<file path="config.mk">
export PLATFORM = sky130hd
export DESIGN_NAME = bmhq_cell
export DESIGN_NICKNAME = d
export VERILOG_FILES = /design/src/hdl/bmhq_pkg.sv /design/src/hdl/bmhq_cell.sv
export SDC_FILE = /design/constraint.sdc
export NUM_CORES = 1
export LEC_CHECK = 0
export BUFFER_PORTS_ARGS = -buffer_cell sky130_fd_sc_hd__buf_2
export CORE_MARGIN = 1.5
export CORE_UTILIZATION = 29
export CTS_CLUSTER_SIZE = 40
export DETAILED_ROUTE_END_ITERATION = 10
export HOLD_SLACK_MARGIN = 0.1
export SYNTH_ARGS = -nofsm -noshare
export SYNTH_HDL_FRONTEND = slang
export SYNTH_SLANG_ARGS = --single-unit
</file>
<file path="constraint.sdc">
create_clock -name i_clk -period 6 [get_ports i_clk]
set_input_delay 1.2 -clock i_clk [delete_from_list [all_inputs] [get_ports i_clk]]
set_output_delay 1.2 -clock i_clk [all_outputs]
set_load 0.05 [all_outputs]
</file>
<file path="src/hdl/bmhq_pkg.sv">
// Shared types and codes for the binary min-heap queue.
package bmhq_pkg;

    localparam int unsigned VALUE_W  = 32;
    localparam int unsigned TOTAL_W  = 7;
    localparam int unsigned STATUS_W = 2;

    localparam logic CMD_INSERT  = 1'b0;
    localparam logic CMD_EXTRACT = 1'b1;

    localparam logic [STATUS_W-1:0] ST_OK    = 2'd0;
    localparam logic [STATUS_W-1:0] ST_FULL  = 2'd1;
    localparam logic [STATUS_W-1:0] ST_EMPTY = 2'd2;

    typedef struct packed {
        logic                       command;
        logic signed [VALUE_W-1:0]  value;
    } t_cmd_word;

    typedef struct packed {
        logic signed [VALUE_W-1:0]  removed_value;
        logic signed [VALUE_W-1:0]  head_value;
        logic        [TOTAL_W-1:0]  entry_total;
        logic        [STATUS_W-1:0] status;
    } t_res_word;

    // Broadcast to every cell of the row.
    typedef struct packed {
        logic                       ins;
        logic                       ext;
        logic signed [VALUE_W-1:0]  key;
    } t_cell_ctl;

endpackage

</file>
<file path="src/hdl/bmhq_cell.sv">
// One slot of the sorted cell row: shifts right on insert, left on extract.
module bmhq_cell
    import bmhq_pkg::*;
(
    input  logic                      i_clk,
    input  t_cell_ctl                 i_ctl,
    input  logic                      i_prev_used,
    input  logic signed [VALUE_W-1:0] i_prev_value,
    input  logic                      i_used,
    input  logic signed [VALUE_W-1:0] i_next_value,
    output logic signed [VALUE_W-1:0] o_value
);

    logic signed [VALUE_W-1:0] r_value;
    logic signed [VALUE_W-1:0] n_value;

    always_comb begin
        n_value = r_value;
        if (i_ctl.ins) begin
            // left neighbor larger: it moves in; else key lands at first larger/free slot
            if (i_prev_used && (i_ctl.key < i_prev_value)) begin
                n_value = i_prev_value;
            end else if (!i_used || (i_ctl.key < r_value)) begin
                n_value = i_ctl.key;
            end
        end else if (i_ctl.ext) begin
            n_value = i_next_value;
        end
    end

    always_ff @(posedge i_clk) begin
        r_value <= n_value;
    end

    assign o_value = r_value;

endmodule

</file>
# Yosys cells after proc, flatten, opt, wreduce, memory -nomap -nowiden
# Index checks and enable logic that the tools add are counted.
# W data, S select, Z words.
[classes]
reduce_logical = 5
muxes = 4
order_cmp = 2
n_eq_ne = 1
[op_table]
columns = ["op", "count"]
rows = [
  ["$mux W32", 4],
  ["$lt A32 B32 Y1", 2],
  ["$ne A3 B1 Y1 const B", 1],
  ["$reduce_and A2 Y1", 1],
  ["$reduce_bool A2 Y1", 1],
  ["$logic_and A1 B1 Y1", 1],
  ["$logic_not A1 Y1", 1],
  ["$logic_or A1 B1 Y1", 1],
]
[word_totals]
out_inout_bits = 32
regBits = 32
wordCells = 13
input_bits = 101

# Logic depth before layout (Yosys ltp)
# Gate-level depths: netlist (run 1).
[logic_depth]
depth_word = 5
ltp_mapped = 11
mapped_depth_nobuf = 9

# Worst setup path before layout (run 1)
# OpenSTA, ideal clock, no wires.
[synth_timing]
path_type = "input to register"
startpoint = "in i_prev_value[21]"
endpoint = "reg r_value[0] (netlist: o_value[0]), enable pin"
path_buffers = 0
arrival_ns = 4.728
stages = 9
setup_slack_ns = 0.832
path_cell_list = "inv_1 -> ha_1 -> a21o_1 -> a21o_1 -> a221o_1 -> a211o_1 -> a211oi_4 -> o21ai_1 -> a41oi_1"
[synth_via]
elab_chain_len = 4
[synth_lines]
columns = ["item", "line", "text"]
rows = [
  ["start, declared", "bmhq_cell.sv:8", "input logic signed [VALUE_W-1:0] i_prev_value,"],
  ["$lt A32 B32 Y1", "bmhq_cell.sv:21", "if (i_prev_used && (i_ctl.key < i_prev_value)) begin"],
  ["$logic_and A1 B1 Y1", "bmhq_cell.sv:21", ""],
  ["$ne A3 B1 Y1 (no line)", "-", ""],
  ["$reduce_and A2 Y1 (no line)", "-", ""],
  ["end signal, assigned", "bmhq_cell.sv:32", "r_value <= n_value;"],
  ["end, declared", "bmhq_cell.sv:14", "logic signed [VALUE_W-1:0] r_value;"],
]
# No other way between the ends.
# A chain may end at the register's enable or synchronous reset.

# Final worst setup path (run 1)
[layout_timing]
startpoint = "in i_ctl[21] (netlist name)"
endpoint = "reg r_value[21] (netlist: o_value[21]), enable pin"
[layout_via]
elab_chain_len = 4
elab_cells_between_ends = 6
cone_classes = "order compare (2); eq/ne (1); reduce/logical (3)"
[layout_lines]
columns = ["item", "line", "text"]
rows = [
  ["start, declared", "bmhq_cell.sv:6", "input t_cell_ctl i_ctl,"],
  ["$lt A32 B32 Y1, on equally long branches", "bmhq_cell.sv:21, bmhq_cell.sv:23", ""],
  ["$logic_and A1 B1 Y1 or $logic_or A1 B1 Y1 (tied branches)", "bmhq_cell.sv:21, bmhq_cell.sv:23", ""],
  ["$ne A3 B1 Y1 (no line) (*)", "-", ""],
  ["$reduce_and A2 Y1 (no line) (*)", "-", ""],
]
# Every way passes the cells marked *; elsewhere a longest branch is shown, timed or not.

==> results of run 1 <==
[worst max-delay path, delay by kind of cell]
family                   cells  cell delay, ns
buffers and inverters        2            0.52
adder cells (fa/ha/maj)      1            0.30
AO/OA/AOI/OAI                7            1.99
[Yosys cell counts, types with 3 or more instances]
| cell type | instances | area, um2 |
|---|---|---|
| nand3_1 | 36 | 180 |
| nand4_1 | 39 | 244 |
| nor3_1 | 4 | 20.0 |
| clkbuf_1 | 10 | 37.5 |
| a221oi_1 | 3 | 26.3 |
| nor2_1 | 5 | 18.8 |
| edfxtp_1 | 32 | 961 |
| nor2b_1 | 35 | 219 |
| a21oi_1 | 47 | 235 |
| buf_2 | 14 | 70.1 |
| o21ai_0 | 12 | 60.1 |
| o2111ai_1 | 32 | 280 |
| nor4_1 | 3 | 18.8 |
| inv_1 | 63 | 236 |
| nand2_1 | 14 | 52.6 |
| ha_1 | 62 | 776 |
| a211oi_1 | 4 | 30.0 |
| buf_6 | 7 | 78.8 |
| a21o_1 | 6 | 45.0 |
[cells by family (layout without fill, tap and decap cells)]
logic type      after synthesis  count (layout)  share of synthesized area [%]
compound gates              116             116                           20.8
fa+ha+maj                    62              62                           20.6
buf+inv                      94             209                           11.2
flops                        32              32                           25.5
mux                           3               3                          0.829
simple gates                142             142                           21.1
[routing by layer]
layer | vias to the layer above | part of all wire, %
li1 | 1913 | -
met4 | 0 | 1.0
met3 | 12 | 7.7
met5 | - | 0
met1 | 1827 | 43
met2 | 201 | 48
[path summary, 6_finish.rpt]
| path | from | to | depth (start not counted) |
|---|---|---|---|
| max reg2reg | o_value[13]$_DFFE_PP_ | o_value[21]$_DFFE_PP_ | 10 |
| min | i_next_value[30] | o_value[30]$_DFFE_PP_ | 3 |
| max | i_ctl[21] | o_value[21]$_DFFE_PP_ | 10 |
| min reg2reg | o_value[31]$_DFFE_PP_ | o_value[29]$_DFFE_PP_ | 4 |
[area by class of cell]
| type | count | area, um2 |
|---|---|---|
| fillers | 1353 | 8000 |
| multi-input cells | 323 | 2410 |
| flip-flops and latches | 32 | 961 |
| repair buffers | 138 | 706 |
| inverters | 63 | 236 |
| well taps | 172 | 215 |
| clock buffers | 6 | 129 |
| clock inverters | 2 | 11.3 |
[power groups by stage]
stage / clock, mW / combinational (mW) / sequential (mW)
floorplan: 0 / 0.198 / 0.418
global placement: 0 / 0.431 / 0.313
detailed placement: 0 / 0.439 / 0.313
CTS: 0.252 / 0.441 / 0.309
global route: 0.261 / 0.486 / 0.312
finish: 0.250 / 0.440 / 0.308
==> impl_metrics.csv, run 1 <==
group,metric,value,unit
detailed_routing,drc_errors,0,
placed_design,dp.cells,728,
detailed_routing,vias,3953,
synthesis,synth_area_per_cell,8.40,um2
finish,layout_common_cells,"132 x buf_2, 63 x inv_1, 62 x ha_1",
detailed_routing,first_pass_iters,5,
synthesis,ys_seq_elements,32,
finish,fin_util,36.9,%
power,p_int,0.583,mW
power,seq_power_share,30.9,%
worst_setup_path,crit_slowest_cell,"a41oi_4",
worst_setup_path,critPathKind,"input port to flip-flop",
finish,diodes,0,
floorplanning,row_count,41,
floorplanning,start_util,29.8,%
global_route,grt_usage,17.6,%
worst_setup_path,cp_common_cell,"a21o_1",
power,clkPwrFrac,25.0,%
global_route,grt_busiest_layer,"met2",
min_path,hold_class,"input port to flip-flop",
synthesis,seq_area_frac_synth,25.5,%
sta,rsz0062_at_grt,"no",
sta,tns,0,ns
floorplanning,die_h,117,um
sta,fin_crit,4.06,ns
sta,max_freq,246,MHz
floorplanning,dieArea,13700,um2
placed_design,portBuffers,132,
power,peakVddDrop,88.2,uV
status,outcome,"finished clean",
power,switching_share,41.6,%
detailed_routing,ant_nets,0,
global_route,first_global_vias,3885,
detailed_routing,via_per_inst,5.37,
floorplanning,core_area,12700,um2
floorplanning,ios,133,
synthesis,ys.flop_type,"edfxtp_1",
power,switchingPower,0.415,mW
power,combPwrFrac,44.1,%
global_route,antenna_found_initial,0,
global_route,grt.met3_usage,2.83,%
worst_setup_path,startpoint_type,"input port",
worst_setup_path,critPathMaxFanout,17,
placed_design,placed_area,4530,um2
flow_run,drv_cap,0,
sta,hold_viol,0,
clocking,htreeDepth,2,
clocking,postCtsHoldBufs,0,
worst_setup_path,critPathArrivalTime,4.02,ns
clocking,ctsRootBufferMaster,"clkbuf_16",
power,powerDensity,214,nW/um2
clocking,clkLatencyLatePin,0.28,ns
clocking,post_cts_resized,0,
sta,drv_slew,0,
sta,fin_ws,1.94,ns
synthesis,synth_cell_types,34,
finish,final_common_cell,"buf_2",
finish,final_cell_area,4670,um2
synthesis,synthCells,449,
clocking,cts_buffers,5,
clocking,clock-sinks,32,
worst_setup_path,worstPathRequired,5.96,ns
global_route,grt_max_degree,84,
worst_setup_path,critical_path.max_stage_delay,0.63,ns
global_route,use_met1,22.6,%
clocking,cts_tree,"yes",
synthesis,synth_edf_count,32,
placed_design,dp_hpwl,9190,um
global_route,overflow,0,
sta,finClkSkew,0.00759,ns
global_route,grtUsageMet2,31.3,%
synthesis,syn_area,3770,um2
clocking,cts_setup_buffers,0,
finish,syn_to_final_growth,23.8,%
synthesis,syn_nets,612,
power,p_total,0.998,mW
placed_design,place_ws,1.58,ns
worst_setup_path,reg2reg_slack,2.69,ns
synthesis,yosysWarnings,0,
sta,timing.slew.headroom,17.5,%
detailed_routing,drt_wl_total,12100,um
sta,setup_violations,0,
finish,finalNetCount,726,
sta,fin_crit_sh,67.7,%
placed_design,gp_congestion,0.784,
floorplanning,die_w,117,um
finish,final_cells,736,
sta,tightest_slew,1.24,ns
clocking,clk_pin_slew,0.06,ns
detailed_routing,post_drt_wl_per_cell,16.5,um
sta,hold_slack,1.27,ns
power,power.leakage,2.25,nW
worst_setup_path,endpoint_kind,"flip-flop",
finish,drive_gt1_share,26.6,%
synthesis,ys_async_sr_fraction,0,%
worst_setup_path,crit_chain,"buf_2 > ha_1 > a21o_1 > a21o_1 > a221o_1 > a211o_1 > a211oi_4 > o21ai_1 > a41oi_4 > buf_4",
global_route,grt_pass1_wl,18900,um
clocking,clk_path_buf_depth,2,
detailed_routing,drt_iter0_markers,325,
finish,largest_reg_flops,32,
(Power assumes the default switching activity.)
==> inputs of run 2 (changes only) <==
==> constraint.sdc (replaced) <==
create_clock -name i_clk -period 3.35 [get_ports i_clk]
set_input_delay 0.67 -clock i_clk [delete_from_list [all_inputs] [get_ports i_clk]]
set_output_delay 0.67 -clock i_clk [all_outputs]
set_load 0.05 [all_outputs]
==> run 2 against run 1 <==
Final cell count up 1.5%. Non-clock buffer count rose by 9. Critical path depth unchanged. Wire length grew 4.5%. Total power up 90%. Count of clock-buffer cells in the layout fell by 1. Global-route usage is 1.1 points higher. Largest cell class unchanged. Largest power group unchanged. First-iteration DRC count fell by 17%. Clock power rose by 120%.
==> impl_metrics.csv, run 2 (synthesis results as in run 1) <==
group,metric,value,unit
worst_setup_path,path_buf_inv,2,
worst_setup_path,crit_chain,"buf_2 > ha_1 > a21oi_1 > o21ai_0 > a221o_1 > a211o_1 > a211oi_4 > o21ai_2 > a41oi_4 > buf_4",
power,p_total,1.90,mW
floorplanning,row_count,41,
placed_design,gp_congestion,0.831,
detailed_routing,vias,3932,
min_path,hold_class,"input port to flip-flop",
global_route,grt_pass1_wl,19700,um
finish,fill_cells,1363,
clocking,clk_path_buf_depth,2,
clocking,cts_setup_buffers,0,
worst_setup_path,worstPathRequired,3.32,ns
sta,fin_ws,0.373,ns
detailed_routing,ant_nets,0,
sta,tns,0,ns
clocking,post_cts_resized,0,
sta,hold_slack,0.704,ns
sta,finClkSkew,0.00780,ns
detailed_routing,drt_wl_total,12700,um
worst_setup_path,crit_start,"i_ctl[17]",
sta,hold_viol,0,
finish,multi_input_area,2430,um2
finish,layout_common_cells,"132 x buf_2, 62 x inv_1, 61 x ha_1",
floorplanning,die_h,117,um
global_route,first_global_vias,3911,
worst_setup_path,endpoint_kind,"flip-flop",
floorplanning,dieArea,13700,um2
clocking,clkLatencyLatePin,0.28,ns
min_path,hold_start,"i_next_value[30]",
worst_setup_path,critical_path.max_stage_delay,0.34,ns
placed_design,portBuffers,132,
finish,syn_to_final_growth,27.2,%
flow_run,drv_cap,0,
status,outcome,"finished clean",
floorplanning,ios,133,
global_route,grt_usage,18.8,%
clocking,cts_buffers,5,
finish,finalNetCount,735,
detailed_routing,post_drt_wl_per_cell,17.0,um
global_route,grt_max_degree,60,
sta,fin_crit,2.98,ns
clocking,clk_pin_slew,0.06,ns
detailed_routing,via_per_inst,5.26,
detailed_routing,first_pass_iters,4,
power,peakVddDrop,190,uV
clocking,clock-sinks,32,
global_route,antenna_found_initial,1,
sta,tightest_slew,0.586,ns
power,power.leakage,2.31,nW
finish,final_common_cell,"buf_2",
sta,setup_violations,0,
clocking,ctsRootBufferMaster,"clkbuf_16",
finish,largest_reg_flops,32,
sta,max_freq,336,MHz
sta,timing.slew.headroom,60.9,%
sta,drv_slew,0,
sta,rsz0062_at_grt,"no",
worst_setup_path,critPathKind,"input port to flip-flop",
placed_design,dp_hpwl,9680,um
finish,final-seq-area,961,um2
worst_setup_path,crit_slowest_cell,"a221o_1",
clocking,postCtsHoldBufs,0,
placed_design,place_ws,0.0806,ns
detailed_routing,drt_iter0_markers,271,
worst_setup_path,critPathMaxFanout,12,
clocking,cts_tree,"yes",
power,powerDensity,396,nW/um2
worst_setup_path,cp_top_family,"compound AO/OA/AOI/OAI gates",
placed_design,placed_area,4630,um2
global_route,overflow,0,
worst_setup_path,startpoint_type,"input port",
finish,final_cell_area,4800,um2
worst_setup_path,reg2reg_from,"o_value[15]$_DFFE_PP_",
sta,fin_crit_sh,88.9,%
floorplanning,core_area,12700,um2
clocking,htreeDepth,2,
finish,drive_gt1_share,28.6,%
floorplanning,start_util,29.8,%
floorplanning,die_w,117,um
detailed_routing,drc_errors,0,
worst_setup_path,critPathArrivalTime,2.95,ns
run 2: power by group:
part	internal, mW	switching (mW)
logic	0.266	0.545
clock network	0.350	0.191
registers	0.517	0.0309
total	1.13	0.766
run 2: tightest hold or removal path, delay by kind of cell:
kind,cells,cell delay (ns)
buf+inv,1,0.07
mux,1,0.05
simple gates,1,0.08
run 2: path summary, 6_finish.rpt:
check / end / slack [ns] / cells after the start
worst max-delay path: o_value[6]$_DFFE_PP_ / 0.37 / 10
worst min register to register: o_value[0]$_DFFE_PP_ / 1.34 / 5
worst min-delay path: o_value[30]$_DFFE_PP_ / 0.70 / 3
worst max register to register: o_value[6]$_DFFE_PP_ / 0.53 / 10
run 2: per-layer routing:
layer	wire length, um	GRT usage [%]	vias up
met5	0	0	-
met4	245	5.22	0
met3	855	3.55	18
met2	6050	32.2	159
met1	5520	24.2	1815
li1	-	-	1940
run 2: metrics by stage:
stage	utilization (%)	std cells
after floorplan	-	449
after global placement	36.5	737
after detailed placement	36.5	737
after CTS	37.8	745
after global routing	37.8	746
final	37.9	747
run 2: area by class of cell:
| cell class | instances | area share, % |
|---|---|---|
| antenna | 2 | 0.104 |
| tap | 172 | 4.49 |
| timing repair buffer | 147 | 16.4 |
| clock buffer | 5 | 2.61 |
| inverter | 63 | 4.93 |
| sequential | 32 | 20.0 |
| clock inverter | 3 | 0.887 |
| multi-input combinational | 323 | 50.6 |
